[config.mk]
export PLATFORM = sky130hd
export DESIGN_NAME = key_intent_resolver_unit
export DESIGN_NICKNAME = d
export VERILOG_FILES = /design/src/hw/rtl/kir_pkg.sv /design/src/hw/rtl/key_intent_resolver_unit.sv /design/src/hw/rtl/kir_resolve.sv
export VERILOG_INCLUDE_DIRS = /design/src /design/src/hw/rtl
export SDC_FILE = /design/constraint.sdc
export NUM_CORES = 1
export LEC_CHECK = 0
export CORE_ASPECT_RATIO = 2
export CORE_MARGIN = 2
export CORE_UTILIZATION = 30
export DETAILED_ROUTE_END_ITERATION = 10
export DONT_BUFFER_PORTS = 1
export SKIP_LAST_GASP = 1
export SYNTH_ARGS = -nofsm -noshare
export SYNTH_HDL_FRONTEND = slang
export SYNTH_SLANG_ARGS = --single-unit
[constraint.sdc]
create_clock -name clk -period 24.2 [get_ports clk]
set_input_delay 4.84 -clock clk [delete_from_list [all_inputs] [get_ports clk]]
set_output_delay 4.84 -clock clk [all_outputs]
set_load 0.02 [all_outputs]
[src/hw/rtl/key_intent_resolver_unit_defines.svh]
// Assertion macros for the key intent resolver RTL.
`ifndef KEY_INTENT_RESOLVER_UNIT_DEFINES_SVH
`define KEY_INTENT_RESOLVER_UNIT_DEFINES_SVH

`ifndef SYNTHESIS
// The expression holds at every clock edge out of reset.
`define KIR_ASSERT_ALWAYS(lbl, expr) \
  lbl: assert property (@(posedge clk) disable iff (rst) (expr)) \
    else $error("key intent resolver: invariant violated");
// When the condition holds, the consequence holds in the same cycle.
`define KIR_ASSERT_IMPLIES(lbl, ante, cons) \
  lbl: assert property (@(posedge clk) disable iff (rst) (ante) |-> (cons)) \
    else $error("key intent resolver: implication violated");
`else
`define KIR_ASSERT_ALWAYS(lbl, expr)
`define KIR_ASSERT_IMPLIES(lbl, ante, cons)
`endif

`endif

[src/hw/rtl/kir_pkg.sv]
package kir_pkg;

  typedef logic [16:0] prob_t;
  typedef prob_t [3:0] probs_t;

  // Key bit positions in a mask.
  localparam int unsigned KEY_FWD   = 0;
  localparam int unsigned KEY_LEFT  = 1;
  localparam int unsigned KEY_BACK  = 2;
  localparam int unsigned KEY_RIGHT = 3;

  localparam logic [16:0] ONE_FX  = 17'd65536;
  localparam logic [6:0]  PCT_MAX = 7'd100;

  typedef enum logic [2:0] {
    CFG_KEY_ON        = 3'd0,
    CFG_KEY_OFF       = 3'd1,
    CFG_STEER_THR     = 3'd2,
    CFG_STEER_MARGIN  = 3'd3,
    CFG_MAX_KEYS      = 3'd4,
    CFG_CONFIRM       = 3'd5,
    CFG_CONF_PCT      = 3'd6
  } cfg_index_t;

  typedef enum logic [2:0] {
    LBL_NEUTRAL   = 3'd0,
    LBL_FWD       = 3'd1,
    LBL_LEFT      = 3'd2,
    LBL_BACK      = 3'd3,
    LBL_RIGHT     = 3'd4,
    LBL_FWD_LEFT  = 3'd5,
    LBL_FWD_RIGHT = 3'd6
  } label_t;

  typedef struct packed {
    logic [16:0] key_on_threshold;
    logic [16:0] key_off_threshold;
    logic [16:0] combo_steer_threshold;
    logic [16:0] combo_steer_margin;
    logic [2:0]  max_active_keys;
    logic [3:0]  confirm_frames;
    logic [6:0]  confidence_threshold_percent;
  } cfg_t;

  // floor(p * 100 / 65536), saturated at 100.
  function automatic logic [6:0] to_percent(input logic [16:0] p);
    logic [23:0] prod;
    prod = {7'd0, p} * 24'd100;
    if (prod[23:16] > {1'b0, PCT_MAX}) begin
      return PCT_MAX;
    end
    return prod[22:16];
  endfunction

  function automatic label_t label_of(input logic [3:0] m);
    if (m[KEY_FWD] && m[KEY_LEFT]) return LBL_FWD_LEFT;
    if (m[KEY_FWD] && m[KEY_RIGHT]) return LBL_FWD_RIGHT;
    if (m[KEY_FWD]) return LBL_FWD;
    if (m[KEY_LEFT]) return LBL_LEFT;
    if (m[KEY_BACK]) return LBL_BACK;
    if (m[KEY_RIGHT]) return LBL_RIGHT;
    return LBL_NEUTRAL;
  endfunction

endpackage

[src/hw/rtl/key_intent_resolver_unit.sv]
// Throughput: one item per cycle unless out_stall holds the pipeline.
// Each accepted item passes the input register, the decision logic and
// the result register, which form a two-stage pipeline with stall.
// Reset (rst, synchronous): clears valids and the debounce state, and loads
// the default configuration.
`include "key_intent_resolver_unit_defines.svh"

module key_intent_resolver_unit (
  input  logic        clk,
  input  logic        rst,
  input  logic        cfg_write,
  input  logic [2:0]  cfg_index,
  input  logic [16:0] cfg_data,
  input  logic        in_valid,
  output logic        in_stall,
  input  logic [16:0] prob_forward,
  input  logic [16:0] prob_left,
  input  logic [16:0] prob_back,
  input  logic [16:0] prob_right,
  input  logic        calibrated,
  output logic        out_valid,
  input  logic        out_stall,
  output logic [3:0]  key_set,
  output logic [2:0]  intent_label,
  output logic [6:0]  conf_percent,
  output logic [6:0]  forward_percent,
  output logic [6:0]  left_percent,
  output logic [6:0]  back_percent,
  output logic [6:0]  right_percent,
  output logic        confident,
  output logic        calibrated_flag
);

  kir_pkg::cfg_t   cfg;
  logic            s1_valid;
  kir_pkg::probs_t s1_probs;
  logic            s1_cal;
  logic            advance;

  logic [3:0] active_mask;
  logic [3:0] pending_mask;
  logic [3:0] pending_count;
  logic [3:0] active_mask_next;
  logic [3:0] pending_mask_next;
  logic [3:0] pending_count_next;
  logic [3:0] count_inc;
  logic [3:0] raw_mask;

  logic [16:0] mx;
  logic [16:0] mn;
  logic [16:0] conf_p;
  logic [6:0]  conf_pct;
  logic [6:0]  thr_pct;

  always_ff @(posedge clk) begin
    if (rst) begin
      cfg.key_on_threshold             <= 17'd39322;
      cfg.key_off_threshold            <= 17'd26214;
      cfg.combo_steer_threshold        <= 17'd32768;
      cfg.combo_steer_margin           <= 17'd6554;
      cfg.max_active_keys              <= 3'd2;
      cfg.confirm_frames               <= 4'd2;
      cfg.confidence_threshold_percent <= 7'd50;
    end else if (cfg_write) begin
      case (kir_pkg::cfg_index_t'(cfg_index))
        kir_pkg::CFG_KEY_ON:       cfg.key_on_threshold <= cfg_data;
        kir_pkg::CFG_KEY_OFF:      cfg.key_off_threshold <= cfg_data;
        kir_pkg::CFG_STEER_THR:    cfg.combo_steer_threshold <= cfg_data;
        kir_pkg::CFG_STEER_MARGIN: cfg.combo_steer_margin <= cfg_data;
        kir_pkg::CFG_MAX_KEYS:     cfg.max_active_keys <= cfg_data[2:0];
        kir_pkg::CFG_CONFIRM:      cfg.confirm_frames <= cfg_data[3:0];
        kir_pkg::CFG_CONF_PCT:     cfg.confidence_threshold_percent <= cfg_data[6:0];
        default: ;
      endcase
    end
  end

  assign advance  = s1_valid && (!out_valid || !out_stall);
  assign in_stall = s1_valid && out_valid && out_stall;

  always_ff @(posedge clk) begin
    if (rst) begin
      s1_valid <= 1'b0;
    end else if (!in_stall) begin
      s1_valid <= in_valid;
    end
  end

  always_ff @(posedge clk) begin
    if (in_valid && !in_stall) begin
      s1_probs[kir_pkg::KEY_FWD]   <= prob_forward;
      s1_probs[kir_pkg::KEY_LEFT]  <= prob_left;
      s1_probs[kir_pkg::KEY_BACK]  <= prob_back;
      s1_probs[kir_pkg::KEY_RIGHT] <= prob_right;
      s1_cal                       <= calibrated;
    end
  end

  kir_resolve u_resolve (
    .probs       (s1_probs),
    .active_mask (active_mask),
    .cfg         (cfg),
    .raw_mask    (raw_mask)
  );

  // Debounce: a new nonzero mask commits after confirm_frames items in a row.
  always_comb begin
    active_mask_next  = active_mask;
    pending_mask_next = pending_mask;
    pending_count_next = pending_count;
    count_inc = 4'd1;
    if (raw_mask == 4'd0 || raw_mask == active_mask) begin
      active_mask_next   = raw_mask;
      pending_mask_next  = 4'd0;
      pending_count_next = 4'd0;
    end else begin
      if (raw_mask == pending_mask) begin
        count_inc = pending_count + 4'd1;
      end else begin
        pending_mask_next = raw_mask;
      end
      if (count_inc >= cfg.confirm_frames) begin
        active_mask_next   = raw_mask;
        pending_mask_next  = 4'd0;
        pending_count_next = 4'd0;
      end else begin
        pending_count_next = count_inc;
      end
    end
  end

  always_ff @(posedge clk) begin
    if (rst) begin
      active_mask   <= 4'd0;
      pending_mask  <= 4'd0;
      pending_count <= 4'd0;
    end else if (advance) begin
      active_mask   <= active_mask_next;
      pending_mask  <= pending_mask_next;
      pending_count <= pending_count_next;
    end
  end

  // Confidence comes from the committed mask, not the raw one.
  always_comb begin
    mx = s1_probs[0];
    mn = kir_pkg::ONE_FX;
    for (int i = 0; i < 4; i++) begin
      if (s1_probs[i] > mx) begin
        mx = s1_probs[i];
      end
      if (active_mask_next[i] && s1_probs[i] < mn) begin
        mn = s1_probs[i];
      end
    end
    if (active_mask_next == 4'd0) begin
      conf_p = (mx >= kir_pkg::ONE_FX) ? 17'd0 : kir_pkg::ONE_FX - mx;
    end else begin
      conf_p = mn;
    end
    conf_pct = kir_pkg::to_percent(conf_p);
    thr_pct  = (cfg.confidence_threshold_percent > kir_pkg::PCT_MAX) ?
               kir_pkg::PCT_MAX : cfg.confidence_threshold_percent;
  end

  always_ff @(posedge clk) begin
    if (rst) begin
      out_valid <= 1'b0;
    end else if (advance) begin
      out_valid <= 1'b1;
    end else if (!out_stall) begin
      out_valid <= 1'b0;
    end
  end

  always_ff @(posedge clk) begin
    if (advance) begin
      key_set            <= active_mask_next;
      intent_label       <= kir_pkg::label_of(active_mask_next);
      conf_percent       <= conf_pct;
      forward_percent    <= kir_pkg::to_percent(s1_probs[kir_pkg::KEY_FWD]);
      left_percent       <= kir_pkg::to_percent(s1_probs[kir_pkg::KEY_LEFT]);
      back_percent       <= kir_pkg::to_percent(s1_probs[kir_pkg::KEY_BACK]);
      right_percent      <= kir_pkg::to_percent(s1_probs[kir_pkg::KEY_RIGHT]);
      confident          <= (conf_pct >= thr_pct);
      calibrated_flag    <= s1_cal;
    end
  end

  `KIR_ASSERT_IMPLIES(a_no_opposite_keys, out_valid,
    !(key_set[kir_pkg::KEY_FWD] && key_set[kir_pkg::KEY_BACK]) &&
    !(key_set[kir_pkg::KEY_LEFT] && key_set[kir_pkg::KEY_RIGHT]))
  `KIR_ASSERT_IMPLIES(a_two_keys_max, out_valid, $countones(key_set) <= 2)
  `KIR_ASSERT_ALWAYS(a_pending_consistent,
    ((pending_count == 4'd0) == (pending_mask == 4'd0)) &&
    ((pending_mask == 4'd0) || (pending_mask != active_mask)))

endmodule

[src/hw/rtl/kir_resolve.sv]
module kir_resolve (
  input  kir_pkg::probs_t probs,
  input  logic [3:0]      active_mask,
  input  kir_pkg::cfg_t   cfg,
  output logic [3:0]      raw_mask
);

  logic [3:0]  cand_mask;
  logic [3:0]  mask;
  logic [16:0] thr;
  logic [16:0] left_thr;
  logic [16:0] right_thr;
  logic        left_ok;
  logic        right_ok;
  logic        limit_one;
  logic [16:0] steer_p;

  always_comb begin
    cand_mask = '0;
    for (int i = 0; i < 4; i++) begin
      thr = active_mask[i] ? cfg.key_off_threshold : cfg.key_on_threshold;
      cand_mask[i] = (probs[i] >= thr);
    end

    // Opposite keys: the stronger one stays, ties go to forward and left.
    if (cand_mask[kir_pkg::KEY_FWD] && cand_mask[kir_pkg::KEY_BACK]) begin
      if (probs[kir_pkg::KEY_FWD] >= probs[kir_pkg::KEY_BACK]) begin
        cand_mask[kir_pkg::KEY_BACK] = 1'b0;
      end else begin
        cand_mask[kir_pkg::KEY_FWD] = 1'b0;
      end
    end
    if (cand_mask[kir_pkg::KEY_LEFT] && cand_mask[kir_pkg::KEY_RIGHT]) begin
      if (probs[kir_pkg::KEY_LEFT] >= probs[kir_pkg::KEY_RIGHT]) begin
        cand_mask[kir_pkg::KEY_RIGHT] = 1'b0;
      end else begin
        cand_mask[kir_pkg::KEY_LEFT] = 1'b0;
      end
    end

    left_thr  = active_mask[kir_pkg::KEY_LEFT] ? cfg.key_off_threshold
                                               : cfg.combo_steer_threshold;
    right_thr = active_mask[kir_pkg::KEY_RIGHT] ? cfg.key_off_threshold
                                                : cfg.combo_steer_threshold;
    left_ok  = (probs[kir_pkg::KEY_LEFT] >= left_thr) &&
               ({1'b0, probs[kir_pkg::KEY_LEFT]} >=
                {1'b0, probs[kir_pkg::KEY_RIGHT]} + {1'b0, cfg.combo_steer_margin});
    right_ok = (probs[kir_pkg::KEY_RIGHT] >= right_thr) &&
               ({1'b0, probs[kir_pkg::KEY_RIGHT]} >=
                {1'b0, probs[kir_pkg::KEY_LEFT]} + {1'b0, cfg.combo_steer_margin});

    mask = cand_mask;
    if (cand_mask[kir_pkg::KEY_BACK]) begin
      mask = '0;
      mask[kir_pkg::KEY_BACK] = 1'b1;
    end else if (cand_mask[kir_pkg::KEY_FWD]) begin
      mask = '0;
      mask[kir_pkg::KEY_FWD] = 1'b1;
      if (left_ok) begin
        mask[kir_pkg::KEY_LEFT] = 1'b1;
      end else if (right_ok) begin
        mask[kir_pkg::KEY_RIGHT] = 1'b1;
      end
    end

    // At most forward plus one steer key can be set here, so pruning matters
    // only for a limit of one or zero: the weaker key goes, forward on a tie.
    limit_one = (cfg.max_active_keys <= 3'd1);
    steer_p = mask[kir_pkg::KEY_LEFT] ? probs[kir_pkg::KEY_LEFT]
                                      : probs[kir_pkg::KEY_RIGHT];
    if (limit_one && mask[kir_pkg::KEY_FWD] &&
        (mask[kir_pkg::KEY_LEFT] || mask[kir_pkg::KEY_RIGHT])) begin
      if (steer_p >= probs[kir_pkg::KEY_FWD]) begin
        mask[kir_pkg::KEY_FWD] = 1'b0;
      end else begin
        mask[kir_pkg::KEY_LEFT]  = 1'b0;
        mask[kir_pkg::KEY_RIGHT] = 1'b0;
      end
    end

    raw_mask = mask;
  end

endmodule
==> After elaboration in Yosys (flattened, before gate mapping) <==
Cells that the tools add are included.
{ "classes": {"magnitude_cmp": 28, "mux": 107, "n_eq_ne": 10, "addsub": 4, "reduce_logical": 33, "multipliers": 5} }
{ "ops": {"columns": ["cell", "count"], "rows": [
  ["17-bit 2-to-1 mux", 16],
  ["17-bit greater-or-equal comparator", 9],
  ["17-bit by 5-bit multiplier with 22-bit output, second input constant", 5],
  ["7-bit 2-to-1 mux", 11],
  ["1-bit 2-to-1 mux", 53],
  ["17-bit greater-than comparator", 3],
  ["17-bit < comparator", 3],
  ["3-bit 2-to-1 mux", 15],
  ["4-bit 2-to-1 mux", 11],
  ["8-bit by 7-bit greater-than comparator with 1-bit output, second input constant", 5],
  ["17-bit by 17-bit adder with 18-bit output", 2],
  ["17-bit by 18-bit greater-or-equal comparator with 1-bit output", 2],
  ["17-bit greater-or-equal comparator, second input constant", 1],
  ["17-bit < comparator, second input constant", 1],
  ["17-bit subtractor, first input constant", 1],
  ["1-bit logical AND", 16],
  ["2-bit AND reduction", 8],
  ["3-bit == test, second input constant", 3],
  ["4-bit == test", 2],
  ["4-bit logical NOT", 2],
  ["7-bit greater-or-equal comparator", 1],
  ["7-bit greater-than comparator, second input constant", 1],
  ["3-bit by 2-bit == test with 1-bit output, second input constant", 2],
  ["4-bit by 1-bit adder with 4-bit output, second input constant", 1],
  ["9 further kinds", 13]
]} }
{ "totals": {"ff_bits": 209, "inputBits": 94, "output_inout_bits": 46, "wordCells": 213} }

==> Longest topological paths before layout <==
{ "logic_depth": {"depth_word": 46, "ltp_mapped": 121, "mapped_depth_nobuf": 111} }

==> Hierarchy <==
A second synthesis with hierarchy kept.
{ "hier_totals": {"cells_unflattened": 2980, "area_unflattened_um2": 26270.2} }
{ "by_module_without_submodules": {"columns": ["mod", "cells_each", "area_per_inst_um2", "n_inst"], "rows": [
  ["key_intent_resolver_unit", 2129, 19273.5, 1],
  ["kir_resolve", 851, 6996.7, 1]
]} }

==> Worst setup path after synthesis <==
No wires, ideal clock.
{ "synth_path": {"path_kind": "register to register", "start": "register s1_probs[51] in the netlist's numbering", "end": "register confident (data pin)", "arrival_ns": 20.587, "path_slack_ns": 3.356, "path_buffers": 10, "required_time_ns": 23.943, "path_stages_with_launch": 115, "cell_sequence": "edfxtp_1 > ha_1 > fa_1 > a21o_1 > a21oi_1 > o21bai_1 > a21oi_1 > o21bai_1 > a21oi_1 > o21bai_1 > a21oi_1 > o21bai_1 > a21oi_1 > nor2b_1 > o21a_1 > o21ai_0 > nand2b_1 > a21oi_1 > [79 not listed] > a21boi_0 > o211ai_1 > nor2_1 > a2111oi_0 > o2111ai_1 > o211a_1 > a2111o_1 > a21bo_1 > ha_1 > nand2b_1 > a21oi_1 > nor2b_1 > o21ai_0 > nand2b_1 > a21oi_1 > nor2b_1 > o21ai_0 > nand2b_1"} }
{ "synth_between": {"elab_chain_len": 33, "word_cells_on_any_way": 59, "cone_classes": "add/sub (2); mul (1); order compare (14); eq/ne (2); mux (28); reduce/logical (12)"} }
{ "synth_lines": {"columns": ["element", "line_no", "rtl"], "rows": [
  ["from (decl)", "key_intent_resolver_unit.sv:36", "kir_pkg::probs_t s1_probs;"],
  ["from (signal, indexed assignment)", "key_intent_resolver_unit.sv:91", "s1_probs[kir_pkg::KEY_FWD] <= prob_forward;"],
  ["from (signal, indexed assignment)", "key_intent_resolver_unit.sv:92", "s1_probs[kir_pkg::KEY_LEFT] <= prob_left;"],
  ["from (signal, indexed assignment)", "key_intent_resolver_unit.sv:93", "s1_probs[kir_pkg::KEY_BACK] <= prob_back;"],
  ["17-bit by 17-bit adder with 18-bit output", "kir_resolve.sv:47", "{1'b0, probs[kir_pkg::KEY_RIGHT]} + {1'b0, cfg.combo_steer_margin});"],
  ["17-bit by 18-bit greater-or-equal comparator with 1-bit output", "kir_resolve.sv:46", "({1'b0, probs[kir_pkg::KEY_LEFT]} >="],
  ["1-bit logical AND", "kir_resolve.sv:45", "left_ok = (probs[kir_pkg::KEY_LEFT] >= left_thr) &&"],
  ["1-bit 2-to-1 mux", "kir_resolve.sv:59", "if (left_ok) begin"],
  ["4-bit 2-to-1 mux", "kir_resolve.sv:56", "end else if (cand_mask[kir_pkg::KEY_FWD]) begin"],
  ["4-bit 2-to-1 mux", "kir_resolve.sv:53", "if (cand_mask[kir_pkg::KEY_BACK]) begin"],
  ["17-bit 2-to-1 mux", "kir_resolve.sv:69", "steer_p = mask[kir_pkg::KEY_LEFT] ? probs[kir_pkg::KEY_LEFT]"],
  ["17-bit greater-or-equal comparator", "kir_resolve.sv:73", "if (steer_p >= probs[kir_pkg::KEY_FWD]) begin"],
  ["[17 not listed]", null, null],
  ["1-bit logical AND", "key_intent_resolver_unit.sv:152", "if (active_mask_next[i] && s1_probs[i] < mn) begin"],
  ["17-bit 2-to-1 mux", "key_intent_resolver_unit.sv:152", null],
  ["17-bit 2-to-1 mux (*)", "key_intent_resolver_unit.sv:156", "if (active_mask_next == 4'd0) begin"],
  ["17-bit by 5-bit multiplier with 22-bit output (*)", "kir_pkg.sv:48", "prod = {7'd0, p} * 24'd100;"],
  ["8-bit by 7-bit greater-than comparator with 1-bit output", "kir_pkg.sv:49", "if (prod[23:16] > {1'b0, PCT_MAX}) begin"],
  ["1-bit 2-to-1 mux", "kir_pkg.sv:49", null],
  ["7-bit 2-to-1 mux (*)", "kir_pkg.sv:52", "return prod[22:16];"],
  ["7-bit greater-or-equal comparator (*)", "key_intent_resolver_unit.sv:185", "confident <= (conf_pct >= thr_pct);"],
  ["to (signal assigned)", "key_intent_resolver_unit.sv:185", null],
  ["to (decl)", "key_intent_resolver_unit.sv:30", "output logic confident,"]
]} }
Mark *: on every way between the ends. The rest lies on a longest branch, timed or not. The select of a mux whose other input is x is not followed.
A chain may end at the register's enable or synchronous reset.

==> Final worst setup path <==
Ends and elaborated chain as after synthesis.

==> key figures <==
Run status
  • Outcome: finished, final reports clean

Worst setup path
  • Setup Crit Path Kind: register to register
  • Slowest CP cell: edfxtp_1
  • Critical path endpoint category: register
  • Worst path max stage delay: between 0.6 and 0.7 ns
  • Critical path arrival: 22.61 ns
  • Required time worst endpoint: 24.53 ns
  • Crit path launch type: register
  • Most frequent CP cell: a21oi_1
  • Crit path max fanout: 32

Floorplan
  • Row count: 153
  • Starting Density: between 30% and 40%
  • Die W: between 200 and 250 um
  • # IOs: between 100 and 150
  • Core Region: about 0.087 mm2
  • Die height: between 400 and 500 um
  • Die Area: 0.0895 mm2

Run
  • Max-Cap Viols: 0

Layout
  • Area delta synth->final: 9.65%
  • Most frequent cells in the layout: ha_1 (602), inv_1 (322), nand2_1 (311)
  • Post-route design area: 0.0286 mm2
  • NumNets Final: around 3700
  • Most common cell after layout, fill and taps aside: ha_1
  • Share of cells above drive strength 1: a little over 5%

Clock network
  • CTS sink cnt: between 200 and 250
  • CTS HTree Levels: 1
  • Clock slew at reported path FFs: about 0.070 ns
  • Root Driver: clkbuf_16
  • CTS Buf Count: 25
  • Clock Latency Late Sink: about 0.58 ns
  • Hold Buf Count CTS: 0
  • CTS tree: built
  • Setup Fix Bufs, Post-CTS: 0
  • Post-cts resize count: 0
  • Clock buffer depth: 3

Timing
  • Setup TNS: 0 ns
  • RSZ-0062 raised after global routing: false
  • Hold Vio Cnt, Final: 0
  • Max-slew violation count: 0
  • Max_slew headroom: just over 20%
  • Clock period minus worst slack: 22.29 ns
  • Final worst path period share: about 92%
  • PnR worst setup slack: ~1.9 ns
  • Layout Skew: between 0.015 and 0.02 ns
  • Worst-Margin Slew: roughly 1.2 ns
  • Finish-stage setup viols: 0
  • Max frequency: roughly 0.045 GHz

Placement
  • Dpl ws: about 1.2 ns
  • Placed Area: around 0.028 mm2
  • Placer's final routability congestion estimate: between 0.9 and 1
  • Dpl hpwl: 69.5 mm
  • IO buf count: 0

GRT
  • Total congestion overflow: 0
  • Vias in the first global route: 22400
  • First-pass GRT wire length: 135 mm
  • Largest net degree at the start of global routing: 94
  • Initial antenna violation count: 11
  • GRT Total Usage: 20.0%

Yosys
  • Post-Synthesis Cells: roughly 3000
  • Post-synth cell types: 90
  • Yosys reg bits: between 200 and 250
  • Ys Warns: 0
  • Post-synthesis cell area: between 0.02 and 0.03 mm2
  • Post-synth EDFFs: around 110
  • Async SR Flop Fraction: 0%
  • Top FF cell, synth: edfxtp_1
  • Syn_area_per_cell: just under 9 um2
  • Syn Nets: 3737
  • Sequential-to-total area share from yosys stat: approximately a fifth

Drt
  • Post-DR wirelength/cell: roughly 22 um
  • Drt first pass iters: 5
  • Vias: between 20000 and 25000
  • Routed Antenna Nets: 0
  • Final wirelength: 90.5 mm
  • DRC Markers: 0
  • Post-DR vias/cell: around 5.4
  • Initial DRC Count: 1537

Hold path
  • Worst Hold Class: register to register

Power
  • Power Density: around 77 mW/mm2
  • Leakage: ~13 nW
  • Max IR drop VDD: between 60 and 70 uV
[per-stage QoR]
step | std cells | hold slack, ns | utilization [%] | power (mW)
CTS | 4172 | 0.439 | 33.0 | 2.21
global placement | 4127 | 0.417 | 32.0 | 1.77
global route | 4173 | 0.443 | 33.0 | 2.41
finish | 4178 | 0.431 | 33.1 | 2.21
detailed placement | 4127 | 0.416 | 32.0 | 1.79
floorplan | 2984 | 0.400 | - | 1.44
[logic make-up after synthesis]
kind of cell	share of synthesized area, %
buffers and inverters	5.71
multiplexers	5.37
AO/OA/AOI/OAI	17.8
XOR/XNOR	2.79
flip-flops	20.3
adder cells (fa/ha/maj)	33.2
AND/OR/NAND/NOR	14.8
[power breakdown]
part | switching [mW] | leakage [nW] | internal (mW)
combinational | 0.802 | 11.0 | 0.528
sequential | 0.0487 | 1.86 | 0.423
clock | 0.164 | 0.435 | 0.249
total | 1.01 | 13.3 | 1.20
[final timing paths]
kind | startpoint | end | slack, ns | cells after the start
min | s1_cal | calibrated_flag | 0.43 | 0
max reg2reg | s1_probs[51] | confident | 1.91 | 101
max | s1_probs[51] | confident | 1.91 | 101
min reg2reg | s1_cal | calibrated_flag | 0.43 | 0
[critical path, delay by kind of cell, from the launching register on]
kind | cells | cell delay, ns
muxes | 3 | 1.09
AOI/OAI and AO/OA | 57 | 11.43
DFF | 1 | 0.61
and+or+nand+nor | 23 | 3.48
buffers and inverters | 3 | 0.73
xor gates and xnor gates | 2 | 0.26
adders and majority gates | 13 | 4.37
[synth_stat cells (12+ instances only)]
library cell	n	area share [%]
ha_1	602	29
inv_1	323	4.6
nand2_1	311	4.5
a21oi_1	233	4.5
nor2_1	145	2.1
mux2i_1	116	4.5
edfxtp_1	113	13
a21o_1	99	2.8
o21ai_0	99	1.9
dfxtp_1	95	7.3
fa_1	57	4.4
nand3_1	57	1.1
clkbuf_1	54	0.78
xnor2_1	51	1.7
nor3_1	47	0.90
nand4_1	43	1.0
nand2b_1	33	0.79
xor2_1	32	1.1
nand3b_1	30	0.86
nor2b_1	26	0.62
o211ai_1	26	0.75
and2_1	24	0.58
o21a_1	24	0.69
a211oi_1	23	0.66
mux2_2	20	0.86
o21bai_1	20	0.58
and3_1	17	0.41
a31oi_1	16	0.38
nor4_1	16	0.38
a211o_1	13	0.44
buf_1	13	0.19
o221ai_1	13	0.44
and4_1	12	0.40
[layer usage]
metal  up-vias  wire length, um  GRT usage (%)
met1     10700            37700           24.9
met4        10             4730           9.00
met3       238             6950           3.99
met5         -               71              0
li1      10900                -              -
met2       795            41000           32.8
[cell type report]
class                           count  area [um2]
Fill cell                        9067       57900
Multi-Input combinational cell   2382       19400
Sequential cell                   208        5300
Tap cell                         1162        1450
Inverter                          324        1220
Clock buffer                       34         706
Timing Repair Buffer               51         383
Clock inverter                     11         183
Antenna cell                        6        15.0
[sequential cells by signal, indices dropped and copies added (netlist names), 3 cells and up]
register,count
conf_percent,7
right_percent,7
pending_mask,4
back_percent,7
cfg,81
intent_label,3
pending_count,4
active_mask,4
s1_probs,68
left_percent,7
forward_percent,7
key_set,4
Power figures use the tool's default switching activity.
